**config.mk**
```make
export PLATFORM = sky130hd
export DESIGN_NAME = gyro_median_rate_integrator_unit
export DESIGN_NICKNAME = d
export VERILOG_FILES = /design/src/sv/gmri_pkg.sv /design/src/sv/gmri_window.sv /design/src/sv/gmri_serial_mul.sv /design/src/sv/gyro_median_rate_integrator_unit.sv
export SDC_FILE = /design/constraint.sdc
export NUM_CORES = 1
export LEC_CHECK = 0
export BUFFER_PORTS_ARGS = -buffer_cell sky130_fd_sc_hd__buf_2
export CAP_MARGIN = 10
export CORE_MARGIN = 2
export CORE_UTILIZATION = 49
export DETAILED_ROUTE_END_ITERATION = 7
export PLACE_DENSITY = 0.69
export SKIP_CTS_REPAIR_TIMING = 1
export SLEW_MARGIN = 20
export SYNTH_ARGS = -nofsm -noshare
export SYNTH_HDL_FRONTEND = slang
export SYNTH_SLANG_ARGS = --single-unit
```
**constraint.sdc**
```tcl
create_clock -name clk -period 14.2 [get_ports clk]
set_input_delay 3.55 -clock clk [delete_from_list [all_inputs] [get_ports clk]]
set_output_delay 3.55 -clock clk [all_outputs]
set_load 0.01 [all_outputs]
```
**src/sv/gmri_pkg.sv**
```systemverilog
// Shared widths, register indexes and defaults for the gyro rate integrator.
`timescale 1ns / 1ps

package gmri_pkg;

    localparam int SAMPLE_W    = 16;
    localparam int RATE_W      = 24;
    localparam int ANGLE_W     = 64;
    localparam int CFG_W       = 16;
    localparam int CFG_IDX_W   = 2;
    localparam int PROD_W      = RATE_W + CFG_W;
    localparam int RATE_SHIFT  = 8;
    localparam int ANGLE_SHIFT = 8;
    localparam int INC_W       = PROD_W - ANGLE_SHIFT;

    // multiplier digit width; must divide CFG_W
    localparam int DIGIT_W_DEF = 4;

    localparam logic [CFG_IDX_W-1:0] CFG_RATE_GAIN   = 2'd0;
    localparam logic [CFG_IDX_W-1:0] CFG_STEP_PERIOD = 2'd1;
    localparam logic [CFG_IDX_W-1:0] CFG_DRIFT       = 2'd2;

    localparam logic [CFG_W-1:0] RATE_GAIN_RST   = 16'd17855;
    localparam logic [CFG_W-1:0] STEP_PERIOD_RST = 16'd16777;
    localparam logic [CFG_W-1:0] DRIFT_RST       = 16'd7662;

    typedef logic signed [SAMPLE_W-1:0] sample_t;
    typedef logic signed [RATE_W-1:0]   rate_t;
    typedef logic signed [ANGLE_W-1:0]  angle_t;
    typedef logic        [CFG_W-1:0]    cfg_word_t;
    typedef logic signed [PROD_W-1:0]   prod_t;

endpackage

```
**src/sv/gmri_window.sv**
```systemverilog
// Two-sample history window and median-of-three selection.
`timescale 1ns / 1ps

module gmri_window
(
    input  logic              clk,
    input  logic              rst_n,
    input  logic              shift,
    input  gmri_pkg::sample_t sample,
    output gmri_pkg::sample_t median
);

    import gmri_pkg::*;

    sample_t older_reg;
    sample_t newer_reg;
    sample_t lo;
    sample_t hi;

    always_ff @(posedge clk or negedge rst_n)
    begin
        if (!rst_n)
        begin
            older_reg <= '0;
            newer_reg <= '0;
        end
        else if (shift)
        begin
            older_reg <= newer_reg;
            newer_reg <= sample;
        end
    end

    always_comb
    begin
        lo = (older_reg < newer_reg) ? older_reg : newer_reg;
        hi = (older_reg < newer_reg) ? newer_reg : older_reg;
        if (sample <= lo)
            median = lo;
        else if (sample >= hi)
            median = hi;
        else
            median = sample;
    end

endmodule

```
**src/sv/gmri_serial_mul.sv**
```systemverilog
// Digit-serial signed x unsigned multiplier, one multiplier digit per cycle.
`timescale 1ns / 1ps

module gmri_serial_mul
#(
    parameter int DIGIT_W = gmri_pkg::DIGIT_W_DEF
)
(
    input  logic                clk,
    input  logic                rst_n,
    input  logic                start,
    input  gmri_pkg::rate_t     a,
    input  gmri_pkg::cfg_word_t b,
    output logic                done,
    output gmri_pkg::prod_t     prod
);

    import gmri_pkg::*;

    localparam int STEPS = CFG_W / DIGIT_W;
    localparam int CNT_W = (STEPS > 1) ? $clog2(STEPS) : 1;
    localparam int ACC_W = RATE_W + DIGIT_W + 1;
    localparam logic [CNT_W-1:0] LAST_STEP = CNT_W'(STEPS - 1);

    rate_t                   a_reg;
    cfg_word_t               b_reg;
    cfg_word_t               b_next;
    logic signed [ACC_W-1:0] acc_reg;
    logic signed [ACC_W-1:0] acc_next;
    cfg_word_t               lo_reg;
    cfg_word_t               lo_next;
    logic [CNT_W-1:0]        cnt_reg;
    logic                    busy_reg;
    logic                    done_reg;

    logic signed [DIGIT_W:0]    digit;
    logic signed [ACC_W-1:0]    pp;
    logic signed [ACC_W-1:0]    sum;
    logic [CFG_W+DIGIT_W-1:0]   lo_cat;

    assign digit  = $signed({1'b0, b_reg[DIGIT_W-1:0]});
    assign pp     = ACC_W'(a_reg) * ACC_W'(digit);
    assign sum    = acc_reg + pp;
    // retired low digit enters the product shift register from the top
    assign lo_cat = {sum[DIGIT_W-1:0], lo_reg} >> DIGIT_W;
    assign lo_next  = lo_cat[CFG_W-1:0];
    assign acc_next = sum >>> DIGIT_W;
    assign b_next   = b_reg >> DIGIT_W;

    always_ff @(posedge clk or negedge rst_n)
    begin
        if (!rst_n)
        begin
            busy_reg <= 1'b0;
            done_reg <= 1'b0;
            cnt_reg  <= '0;
        end
        else if (start)
        begin
            busy_reg <= 1'b1;
            done_reg <= 1'b0;
            cnt_reg  <= '0;
        end
        else if (busy_reg)
        begin
            cnt_reg <= cnt_reg + 1'b1;
            if (cnt_reg == LAST_STEP)
            begin
                busy_reg <= 1'b0;
                done_reg <= 1'b1;
            end
        end
        else
        begin
            done_reg <= 1'b0;
        end
    end

    always_ff @(posedge clk)
    begin
        if (start)
        begin
            a_reg   <= a;
            b_reg   <= b;
            acc_reg <= '0;
            lo_reg  <= '0;
        end
        else if (busy_reg)
        begin
            b_reg   <= b_next;
            acc_reg <= acc_next;
            lo_reg  <= lo_next;
        end
    end

    assign done = done_reg;
    assign prod = {acc_reg[RATE_W-1:0], lo_reg};

    a_start_idle: assert property (@(posedge clk) disable iff (!rst_n)
        start |-> !busy_reg)
        else $error("multiplier restarted while busy");

    a_done_pulse: assert property (@(posedge clk) disable iff (!rst_n)
        done_reg |=> !done_reg)
        else $error("done held longer than one cycle");

    a_done_after_busy: assert property (@(posedge clk) disable iff (!rst_n)
        $rose(done_reg) |-> $past(busy_reg))
        else $error("done without a running multiply");

endmodule

```
**src/sv/gyro_median_rate_integrator_unit.sv**
```systemverilog
// Top level: median-of-three gyro filter with rate scaling and angle integration.
// Each sample runs the rate multiply, the angle multiply and the accumulate step before its result is registered;
// a new sample is accepted only in idle, once the previous result has been loaded into the output register;
// both products share one serial multiplier.
// The input is taken again in the same cycle that the result first sits in the output register.
// Reset: configuration registers return to defaults, window and accumulator clear to zero.
`timescale 1ns / 1ps

module gyro_median_rate_integrator_unit
#(
    parameter int DIGIT_W = gmri_pkg::DIGIT_W_DEF
)
(
    input  logic                                 clk,
    input  logic                                 rst_n,
    input  logic                                 in_valid,
    output logic                                 in_ready,
    input  gmri_pkg::sample_t                    raw_sample,
    output logic                                 out_valid,
    input  logic                                 out_ready,
    output gmri_pkg::sample_t                    median_sample,
    output gmri_pkg::rate_t                      angular_rate,
    output gmri_pkg::angle_t                     heading_angle,
    input  logic                                 cfg_valid,
    output logic                                 cfg_ready,
    input  logic [gmri_pkg::CFG_IDX_W-1:0]       cfg_index,
    input  gmri_pkg::cfg_word_t                  cfg_data
);

    import gmri_pkg::*;

    localparam logic [1:0] ST_IDLE      = 2'd0;
    localparam logic [1:0] ST_MUL_RATE  = 2'd1;
    localparam logic [1:0] ST_MUL_ANGLE = 2'd2;
    localparam logic [1:0] ST_ACC       = 2'd3;

    logic [1:0] state_reg;
    logic [1:0] state_next;

    cfg_word_t gain_reg;
    cfg_word_t period_reg;
    cfg_word_t drift_reg;

    sample_t med;
    sample_t med_reg;
    rate_t   rate_reg;
    rate_t   rate_calc;
    angle_t  inc_reg;
    angle_t  inc_calc;
    angle_t  angle_acc_reg;
    angle_t  angle_next;

    sample_t out_med_reg;
    rate_t   out_rate_reg;
    angle_t  out_angle_reg;
    logic    out_valid_reg;

    logic      accept;
    logic      load_out;
    logic      mul_start;
    logic      mul_done;
    rate_t     mul_a;
    cfg_word_t mul_b;
    prod_t     mul_prod;

    assign accept    = in_valid && in_ready;
    assign in_ready  = (state_reg == ST_IDLE);
    assign cfg_ready = 1'b1;
    assign load_out  = (state_reg == ST_ACC) && (!out_valid_reg || out_ready);

    gmri_window u_window
    (
        .clk    (clk),
        .rst_n  (rst_n),
        .shift  (accept),
        .sample (raw_sample),
        .median (med)
    );

    // rate = -floor(median * gain / 2^8); increment = floor(rate * period / 2^8) - drift
    assign rate_calc  = -mul_prod[RATE_SHIFT +: RATE_W];
    assign inc_calc   = ANGLE_W'($signed(mul_prod[ANGLE_SHIFT +: INC_W])) - ANGLE_W'(drift_reg);
    assign angle_next = angle_acc_reg + inc_reg;

    assign mul_start = accept || ((state_reg == ST_MUL_RATE) && mul_done);
    assign mul_a     = (state_reg == ST_IDLE) ? RATE_W'(med) : rate_calc;
    assign mul_b     = (state_reg == ST_IDLE) ? gain_reg : period_reg;

    gmri_serial_mul #(.DIGIT_W(DIGIT_W)) u_mul
    (
        .clk   (clk),
        .rst_n (rst_n),
        .start (mul_start),
        .a     (mul_a),
        .b     (mul_b),
        .done  (mul_done),
        .prod  (mul_prod)
    );

    always_comb
    begin
        state_next = state_reg;
        unique case (state_reg)
            ST_IDLE:
                if (accept)
                    state_next = ST_MUL_RATE;
            ST_MUL_RATE:
                if (mul_done)
                    state_next = ST_MUL_ANGLE;
            ST_MUL_ANGLE:
                if (mul_done)
                    state_next = ST_ACC;
            ST_ACC:
                if (load_out)
                    state_next = ST_IDLE;
            default:
                state_next = ST_IDLE;
        endcase
    end

    always_ff @(posedge clk or negedge rst_n)
    begin
        if (!rst_n)
        begin
            state_reg     <= ST_IDLE;
            out_valid_reg <= 1'b0;
            angle_acc_reg <= '0;
            gain_reg      <= RATE_GAIN_RST;
            period_reg    <= STEP_PERIOD_RST;
            drift_reg     <= DRIFT_RST;
        end
        else
        begin
            state_reg <= state_next;
            if (load_out)
            begin
                out_valid_reg <= 1'b1;
                angle_acc_reg <= angle_next;
            end
            else if (out_ready)
            begin
                out_valid_reg <= 1'b0;
            end
            if (cfg_valid && cfg_ready)
            begin
                case (cfg_index)
                    CFG_RATE_GAIN:   gain_reg   <= cfg_data;
                    CFG_STEP_PERIOD: period_reg <= cfg_data;
                    CFG_DRIFT:       drift_reg  <= cfg_data;
                    default:         ;
                endcase
            end
        end
    end

    always_ff @(posedge clk)
    begin
        if (accept)
            med_reg <= med;
        if ((state_reg == ST_MUL_RATE) && mul_done)
            rate_reg <= rate_calc;
        if ((state_reg == ST_MUL_ANGLE) && mul_done)
            inc_reg <= inc_calc;
        if (load_out)
        begin
            out_med_reg   <= med_reg;
            out_rate_reg  <= rate_reg;
            out_angle_reg <= angle_next;
        end
    end

    assign out_valid     = out_valid_reg;
    assign median_sample = out_med_reg;
    assign angular_rate  = out_rate_reg;
    assign heading_angle = out_angle_reg;

    a_done_in_mul: assert property (@(posedge clk) disable iff (!rst_n)
        mul_done |-> (state_reg == ST_MUL_RATE || state_reg == ST_MUL_ANGLE))
        else $error("multiplier done outside a multiply state");

    a_acc_hold: assert property (@(posedge clk) disable iff (!rst_n)
        !load_out |=> $stable(angle_acc_reg))
        else $error("angle accumulator moved without a result load");

    a_out_from_acc: assert property (@(posedge clk) disable iff (!rst_n)
        $rose(out_valid_reg) |-> $past(state_reg) == ST_ACC)
        else $error("result raised outside the accumulate step");

    a_accept_starts: assert property (@(posedge clk) disable iff (!rst_n)
        accept |=> state_reg == ST_MUL_RATE)
        else $error("transaction did not start the rate multiply");

endmodule
```
==> flow_results.xml, run 1 <==
<?xml version="1.0" encoding="UTF-8"?>
<metrics>
  <group name="worst_setup_path">
    <metric name="path_buf_inv" unit="">1</metric>
    <metric name="crit_path_cell_trace" unit="">buf_2 &gt; ha_1 &gt; and3_1 &gt; nand3_1 &gt; or4_4 &gt; o21bai_1 &gt; a21o_1 &gt; o211ai_2 &gt; o21ba_4 &gt; mux2i_4 &gt; nor2_1 &gt; o41ai_1</metric>
    <metric name="critical_path_required" unit="ps">14580</metric>
    <metric name="critical_path_cell_count" unit="">12</metric>
    <metric name="critPathLaunchType" unit="">input port</metric>
    <metric name="r2r_start" unit="">u_window.newer_reg[1]</metric>
    <metric name="worstReg2RegEnd" unit="">u_mul.a_reg[6]</metric>
    <metric name="critPathMaxFanout" unit="">15</metric>
    <metric name="worst_ep_arrival_time" unit="ps">6650</metric>
    <metric name="depth_of_the_worst_register_to_register_path" unit="">20</metric>
    <metric name="crit_path_top_delay_cell" unit="">or4_4</metric>
    <metric name="nature_of_the_critical_path_endpoint" unit="">flip-flop</metric>
    <metric name="critPathMaxStageDelay" unit="ps">570</metric>
    <metric name="regToRegSetupSlack" unit="ps">8360</metric>
    <metric name="cp_top_family" unit="">compound AO/OA/AOI/OAI gates</metric>
    <metric name="criticalPathCategory" unit="">input port to flip-flop</metric>
  </group>
  <group name="grt">
    <metric name="grt_pass1_wl" unit="mm">94.9</metric>
    <metric name="grt_max_degree" unit="">106</metric>
    <metric name="globalRoute.totalOverflow" unit="">0</metric>
    <metric name="via_count_of_the_first_global_routing_pass" unit="">17800</metric>
    <metric name="grt_antenna_before_repair" unit="">0</metric>
    <metric name="groute.usage.overall" unit="%">22.4</metric>
  </group>
  <group name="synthesis">
    <metric name="synth_flop_cell" unit="">edfxtp_1</metric>
    <metric name="synth-edff-count" unit="">217</metric>
    <metric name="synth.yosys.seq_area_share" unit="%">44.2</metric>
    <metric name="synth.ff_latch_count" unit="">401</metric>
    <metric name="post_synth_num_cell_types" unit="">86</metric>
    <metric name="synthesis.instances" unit="">2353</metric>
    <metric name="synth.yosys.warnings" unit="">0</metric>
    <metric name="synthesis.nets" unit="">2656</metric>
    <metric name="postSynthAreaPerCell" unit="um2">10.6</metric>
    <metric name="async_flop_share" unit="%">37.7</metric>
    <metric name="post_synthesis_instance_area" unit="um2">24900</metric>
  </group>
  <group name="place">
    <metric name="placement.io_buffers" unit="">144</metric>
    <metric name="gp_congestion" unit="">0.891</metric>
    <metric name="dp.final_hpwl" unit="mm">43.2</metric>
  </group>
  <group name="floorplan">
    <metric name="fp.dieArea" unit="um2">52500</metric>
    <metric name="io-pin-count" unit="">146</metric>
    <metric name="coreArea" unit="um2">50100</metric>
    <metric name="fp-row-count" unit="">82</metric>
    <metric name="floorplan.die.width" unit="um">229</metric>
    <metric name="floorplan.die.height" unit="um">229</metric>
    <metric name="initial_standard_cell_utilization_of_the_core" unit="%">49.6</metric>
  </group>
  <group name="routing">
    <metric name="drt_drc_violations_left" unit="">0</metric>
    <metric name="drt_pre_antenna_iters" unit="">5</metric>
    <metric name="vias_per_cell" unit="">5.57</metric>
    <metric name="drt.antenna.violating_nets" unit="">0</metric>
    <metric name="route.vias.total" unit="">17600</metric>
    <metric name="detailedRoute.firstIterationViolations" unit="">1311</metric>
    <metric name="routed_wl" unit="mm">58.4</metric>
    <metric name="wl_per_cell" unit="um">18.4</metric>
  </group>
  <group name="sta">
    <metric name="skew" unit="ps">13.9</metric>
    <metric name="fin_hold_ws" unit="ps">417</metric>
    <metric name="timing.final.setup_violations" unit="">0</metric>
    <metric name="setup-tns-final" unit="ps">0</metric>
    <metric name="timing.slew.headroom" unit="%">27.6</metric>
    <metric name="final-hold-violation-count" unit="">0</metric>
    <metric name="timing.fmax" unit="MHz">159</metric>
    <metric name="period_minus_slack" unit="ps">6270</metric>
    <metric name="rsz0062_at_grt" unit="">no</metric>
    <metric name="post-route-period-util" unit="%">44.2</metric>
    <metric name="tightestPinTransition" unit="ps">1060</metric>
    <metric name="final-max-slew-violation-count" unit="">0</metric>
  </group>
  <group name="run_status">
    <metric name="run_status" unit="">complete, no violations</metric>
  </group>
  <group name="min_path">
    <metric name="holdPathEnd" unit="">angular_rate[19]</metric>
    <metric name="hold_path_startpoint" unit="">rate_reg[19]</metric>
    <metric name="worst_hold_path.num_cells" unit="">0</metric>
    <metric name="worstHoldPathType" unit="">flip-flop to flip-flop</metric>
  </group>
  <group name="run">
    <metric name="max_cap_violations" unit="">0</metric>
  </group>
  <group name="clocking">
    <metric name="cts.root.buffer_cell" unit="">clkbuf_16</metric>
    <metric name="clockBufferDepth" unit="">3</metric>
    <metric name="tritoncts" unit="">built</metric>
    <metric name="cts_max_level" unit="">2</metric>
    <metric name="worst_setup_hold_path_clk_slew" unit="ps">60</metric>
    <metric name="cts_sinks" unit="">401</metric>
    <metric name="clk_latency" unit="ps">580</metric>
    <metric name="cts_buffers" unit="">44</metric>
  </group>
  <group name="cells_and_area">
    <metric name="fillers" unit="">4356</metric>
    <metric name="multi_input_area" unit="um2">13100</metric>
    <metric name="diodes_inserted" unit="">0</metric>
    <metric name="drive_above_1_share" unit="%">14.6</metric>
    <metric name="finish.net_count" unit="">2763</metric>
    <metric name="register_area" unit="um2">11000</metric>
    <metric name="area_growth" unit="%">11.1</metric>
  </group>
</metrics>
[metrics by stage]
step | worst slack [ps] | util, % | instance area [um2] | instances
finish | 7930 | 55.1 | 27600 | 3168
global route | 7500 | 55.1 | 27600 | 3168
CTS | 7950 | 55.1 | 27600 | 3168
detailed placement | 7330 | 52.2 | 26100 | 3086
global placement | 7420 | 52.2 | 26100 | 3086
floorplan | 6490 | - | 24900 | 2353
[per-layer routing]
metal  global-route usage [%]  routed length [um]  vias to the layer above
li1                         -                   -                     8601
met1                     28.9               25500                     8567
met2                     39.1               29200                      357
met3                     2.59                1920                      113
met4                     7.83                1830                        0
met5                        0                   0                        -
[synth_stat cells (all sizes together), types with 15 or more instances]
library cell  number  area share [%]
a21o              90             2.7
a21oi            131             2.6
and2              99             2.5
buf               19            0.50
clkbuf            78             1.2
dfrtp            126              13
dfstp             25             2.6
dfxtp             33             2.7
edfxtp           217              26
fa                75             6.0
ha               189             9.5
inv               92             1.4
mux2              69             3.1
mux2i             58             2.4
nand2            284             4.3
nand2b            16            0.40
nand3             33            0.68
nand4             32            0.81
nor2             177             2.7
nor2b             17            0.43
nor3              40            0.83
o21a              15            0.45
o21ai            106             2.2
o21bai            18            0.54
o31ai             18            0.62
or3               17            0.43
xnor2             69             2.4
xor2              56             2.0
[worst max-delay path by stage]
| stage | startpoint | slack [ps] | endpoint |
|---|---|---|---|
| final | raw_sample[12] | 7930 | u_mul.a_reg[6] |
| after global routing | in_valid | 7500 | u_mul.b_reg[12] |
| after CTS | in_valid | 7950 | u_mul.b_reg[13] |
| after detailed placement | in_valid | 7330 | u_mul.b_reg[8] |
| after global placement | in_valid | 7420 | u_mul.b_reg[12] |
| after floorplan | out_ready | 6490 | angular_rate[0] |
[cells in the final DEF, fill, tap and decap left out, drive strengths merged, types with 18 or more instances in the layout]
master	instances
mux2i	58
clkbuf	60
o31ai	18
o21ai	106
nand2	284
fa	75
and2	99
mux2	69
nand4	32
a21o	90
edfxtp	217
inv	96
dfstp	25
a21oi	131
nand3	33
ha	189
xnor2	69
nor3	40
dfrtp	126
dfxtp	33
xor2	56
nor2	177
o21bai	18
buf	158
[worst register-to-register path, cell delays in order, from the launching register on]
cell      delay (ps)
dfrtp_1          380
inv_1             90
ha_1             290
a21o_1           160
a21o_1           190
a211oi_1         320
o21a_1           220
o31a_2           200
o21a_4           560
a21oi_1          230
ha_1             340
and3_1           150
nand3_1          110
or4_4            570
o21bai_1         210
a21o_1           200
o211ai_2         180
o21ba_4          250
mux2i_4          510
nor2_1           130
o41ai_1          350
[cell families after synthesis]
family                     after synthesis  share of synthesized area, %
DFF                                    401                          44.2
adders and majority gates              264                          15.6
xor gates and xnor gates               125                          4.41
buffers and inverters                  190                          3.13
muxes                                  127                          5.56
and+or+nand+nor                        771                          14.7
other                                    1                        0.0151
AOI/OAI and AO/OA                      474                          12.5
[cell type report]
type	count	area share [%]
multi-input cells	1762	47.5
flip-flops and latches	401	39.8
clock buffers	60	4.54
well taps	672	3.05
repair buffers	158	3.01
inverters	93	1.28
clock inverters	22	0.843
Power of run 1 is left out: the tool's default activity adds up to more than one toggle a clock period on the data nets, which glitch-free logic cannot reach.
==> inputs of run 2 (changes only) <==
Settings changed: ABC_AREA set to 1, PLACE_DENSITY 0.69 to 0.72.
Clock period 14.2 ns to 5.4 ns, I/O delays scaled along.
==> run 2 against run 1 <==
Against the previous run:
- non-clock buffer count grew 8
- via count grew 24%
- die area grew 6.2%
- global-route usage grew 3.9 points
- synthesized area grew 6.3%
- cell count grew 29%
- worst setup slack lost 7200 ps
- flip-flop and latch count is the same
- clock skew grew 1.8 ps
- critical path type is now flip-flop to flip-flop
- largest cell class unchanged
==> flow_results.xml, run 2 <==
<?xml version="1.0" encoding="UTF-8"?>
<metrics>
  <group name="sta">
    <metric name="final_critical_path_setup_slack" unit="ps">757</metric>
    <metric name="setup-tns-final" unit="ps">0</metric>
    <metric name="rsz0062_at_grt" unit="">no</metric>
    <metric name="timing.final.setup_violations" unit="">0</metric>
    <metric name="timing.fmax" unit="MHz">215</metric>
    <metric name="final-max-slew-violation-count" unit="">0</metric>
    <metric name="period_minus_slack" unit="ps">4640</metric>
    <metric name="timing.slew.headroom" unit="%">39.1</metric>
    <metric name="skew" unit="ps">15.7</metric>
    <metric name="final-hold-violation-count" unit="">0</metric>
    <metric name="post-route-period-util" unit="%">86.0</metric>
    <metric name="tightestPinTransition" unit="ps">913</metric>
  </group>
  <group name="routing">
    <metric name="drt_pre_antenna_iters" unit="">5</metric>
    <metric name="drt_drc_violations_left" unit="">0</metric>
    <metric name="detailedRoute.firstIterationViolations" unit="">1771</metric>
    <metric name="wl_per_cell" unit="um">17.8</metric>
    <metric name="vias_per_cell" unit="">5.35</metric>
    <metric name="drt.antenna.violating_nets" unit="">0</metric>
    <metric name="routed_wl" unit="mm">73.1</metric>
    <metric name="route.vias.total" unit="">21900</metric>
  </group>
  <group name="worst_setup_path">
    <metric name="worst_path_most_repeated_cell" unit="">inv_1</metric>
    <metric name="nature_of_the_critical_path_endpoint" unit="">flip-flop</metric>
    <metric name="crit_path_cell_trace" unit="">nand2_1 &gt; inv_1 &gt; fa_1 &gt; fa_1 &gt; inv_1 &gt; fa_1 &gt; inv_1 &gt; ha_1 &gt; o21ai_0 &gt; inv_1 &gt; a21oi_1 &gt; inv_1 &gt; a21oi_1 &gt; o21bai_1 &gt; a21oi_1 &gt; o21ai_0 &gt; nand2_1</metric>
    <metric name="critPathLaunchType" unit="">flip-flop</metric>
    <metric name="worst_ep_arrival_time" unit="ps">5190</metric>
    <metric name="criticalPathCategory" unit="">flip-flop to flip-flop</metric>
    <metric name="critPathMaxFanout" unit="">24</metric>
    <metric name="critical_path_required" unit="ps">5940</metric>
    <metric name="cp_top_family" unit="">adder cells</metric>
    <metric name="critPathMaxStageDelay" unit="ps">940</metric>
    <metric name="crit_path_top_delay_cell" unit="">edfxtp_1</metric>
    <metric name="path_buf_inv" unit="">5</metric>
  </group>
  <group name="grt">
    <metric name="grt_max_degree" unit="">80</metric>
    <metric name="via_count_of_the_first_global_routing_pass" unit="">21400</metric>
    <metric name="grt_pass1_wl" unit="mm">115</metric>
    <metric name="globalRoute.totalOverflow" unit="">0</metric>
    <metric name="groute.usage.overall" unit="%">26.3</metric>
    <metric name="grt_antenna_before_repair" unit="">0</metric>
  </group>
  <group name="cells_and_area">
    <metric name="commonest_cells_after_routing_fill_and_taps_aside" unit="">933 x nand2_1, 436 x inv_1, 223 x nor2_1</metric>
    <metric name="final_core_util" unit="%">55.1</metric>
    <metric name="finish.net_count" unit="">3672</metric>
    <metric name="area_growth" unit="%">11.8</metric>
    <metric name="fillers" unit="">4912</metric>
    <metric name="drive_above_1_share" unit="%">9.25</metric>
    <metric name="mostFrequentLayoutCell" unit="">nand2_1</metric>
    <metric name="diodes_inserted" unit="">0</metric>
    <metric name="layoutNonFillerInstCount" unit="">4101</metric>
  </group>
  <group name="place">
    <metric name="dp.final_hpwl" unit="mm">56.6</metric>
    <metric name="place_inst" unit="">4019</metric>
    <metric name="place_ws" unit="ps">850</metric>
    <metric name="placement.io_buffers" unit="">144</metric>
    <metric name="gp_congestion" unit="">1.01</metric>
  </group>
  <group name="synthesis">
    <metric name="synth-edff-count" unit="">217</metric>
    <metric name="synth.ff_latch_count" unit="">401</metric>
    <metric name="async_flop_share" unit="%">37.7</metric>
    <metric name="yosysTopAreaCell" unit="">edfxtp_1</metric>
    <metric name="synthesis.instances" unit="">3223</metric>
    <metric name="synthesis.nets" unit="">3526</metric>
    <metric name="top_cell_type_s_share_of_synthesized_area" unit="%">24.7</metric>
    <metric name="post_synth_most_frequent_cells" unit="">935 x nand2_1, 436 x inv_1, 225 x nor2_1, 217 x edfxtp_1, 205 x o21ai_0</metric>
    <metric name="synth_flop_cell" unit="">edfxtp_1</metric>
    <metric name="postSynthAreaPerCell" unit="um2">8.20</metric>
    <metric name="yosys.cell_count.top_type" unit="">nand2_1</metric>
    <metric name="post_synthesis_instance_area" unit="um2">26400</metric>
    <metric name="ys_top_cells_by_area" unit="">edfxtp_1 25%, nand2_1 13%, dfrtp_1 12%, ha_1 9.0%, inv_1 6.2%</metric>
    <metric name="post_synth_num_cell_types" unit="">53</metric>
    <metric name="synth.yosys.seq_area_share" unit="%">41.6</metric>
    <metric name="synth.yosys.warnings" unit="">0</metric>
  </group>
  <group name="floorplan">
    <metric name="floorplan.die.height" unit="um">236</metric>
    <metric name="fp-row-count" unit="">85</metric>
    <metric name="io-pin-count" unit="">146</metric>
    <metric name="floorplan.die.width" unit="um">236</metric>
    <metric name="coreArea" unit="um2">53600</metric>
    <metric name="initial_standard_cell_utilization_of_the_core" unit="%">49.3</metric>
    <metric name="fp.dieArea" unit="um2">55800</metric>
  </group>
  <group name="clocking">
    <metric name="cts_buffers" unit="">44</metric>
    <metric name="cts.root.buffer_cell" unit="">clkbuf_16</metric>
    <metric name="tritoncts" unit="">built</metric>
    <metric name="worst_setup_hold_path_clk_slew" unit="ps">60</metric>
    <metric name="clk_latency" unit="ps">600</metric>
    <metric name="cts_sinks" unit="">401</metric>
    <metric name="clockBufferDepth" unit="">3</metric>
    <metric name="cts_max_level" unit="">2</metric>
  </group>
  <group name="run">
    <metric name="max_cap_violations" unit="">0</metric>
  </group>
  <group name="min_path">
    <metric name="worstHoldPathType" unit="">flip-flop to flip-flop</metric>
  </group>
  <group name="run_status">
    <metric name="run_status" unit="">complete, no violations</metric>
  </group>
</metrics>
[run 2: cell count changes in the layout (fill, tap and decap cells not counted), moves of 26 or more]
cell | before | now
a21oi_1 | 131 | 170
nand2_1 | 283 | 933
xnor2_1 | 69 | 11
o21ai_0 | 102 | 205
mux2_2 | 69 | 0
xor2_1 | 56 | 82
nand3_1 | 32 | 157
inv_1 | 91 | 436
a21o_1 | 90 | 18
and2_1 | 99 | 47
mux2i_1 | 56 | 0
nor2_1 | 176 | 223
[run 2: per-stage QoR]
stage / area (um2) / hold WS (ps)
global route: 29500 / 415
finish: 29500 / 408
CTS: 29500 / 402
floorplan: 26400 / 400
global placement: 27900 / 402
detailed placement: 27900 / 405
[run 2: cell families after synthesis]
group | after synthesis | synth area share [%]
other cells | 1 | 0.0142
xor+xnor | 93 | 3.08
buf+inv | 504 | 7.32
simple gates | 1498 | 23.9
flops | 401 | 41.6
fa+ha+maj | 264 | 14.6
compound gates | 462 | 9.43
[run 2: area by class of cell]
type                       instances  area (um2)  area share [%]
multi-input combinational       2318       13500            45.8
sequential                       401       11000            37.2
inverter                         438        1650            5.58
clock buffer                      59        1230            4.16
timing repair buffer             166         917            3.11
tap                              696         871            2.95
clock inverter                    23         357            1.21
[run 2: worst paths after layout]
kind                           startpoint                      to  slack (ps)  cells after the start
setup / recovery           u_mul.b_reg[0]       u_mul.acc_reg[18]         760                     17
hold / removal                 med_reg[4]        median_sample[4]         410                      0
setup reg to reg           u_mul.b_reg[0]       u_mul.acc_reg[18]         760                     17
hold reg to reg                med_reg[4]        median_sample[4]         410                      0
max in group asynchronous           rst_n             gain_reg[8]        3510                      2
min in group asynchronous           rst_n  u_window.older_reg[10]         790                      1
[run 2: worst register-to-register path, cell delays in order, from the launching register on]
cell	delay (ps)
edfxtp_1	940
nand2_1	130
inv_1	110
fa_1	430
fa_1	500
inv_1	60
fa_1	530
inv_1	40
ha_1	350
o21ai_0	340
inv_1	80
a21oi_1	310
inv_1	100
a21oi_1	260
o21bai_1	120
a21oi_1	130
o21ai_0	110
nand2_1	70
[run 2: layer usage]
layer,GRT usage [%],vias up,share of wire [%]
li1,-,10800,-
met1,33.9,10200,42
met2,43.2,709,46
met3,3.74,192,5.8
met4,13.6,0,5.6
met5,0,-,0
Power of run 2 is left out for the same reason.
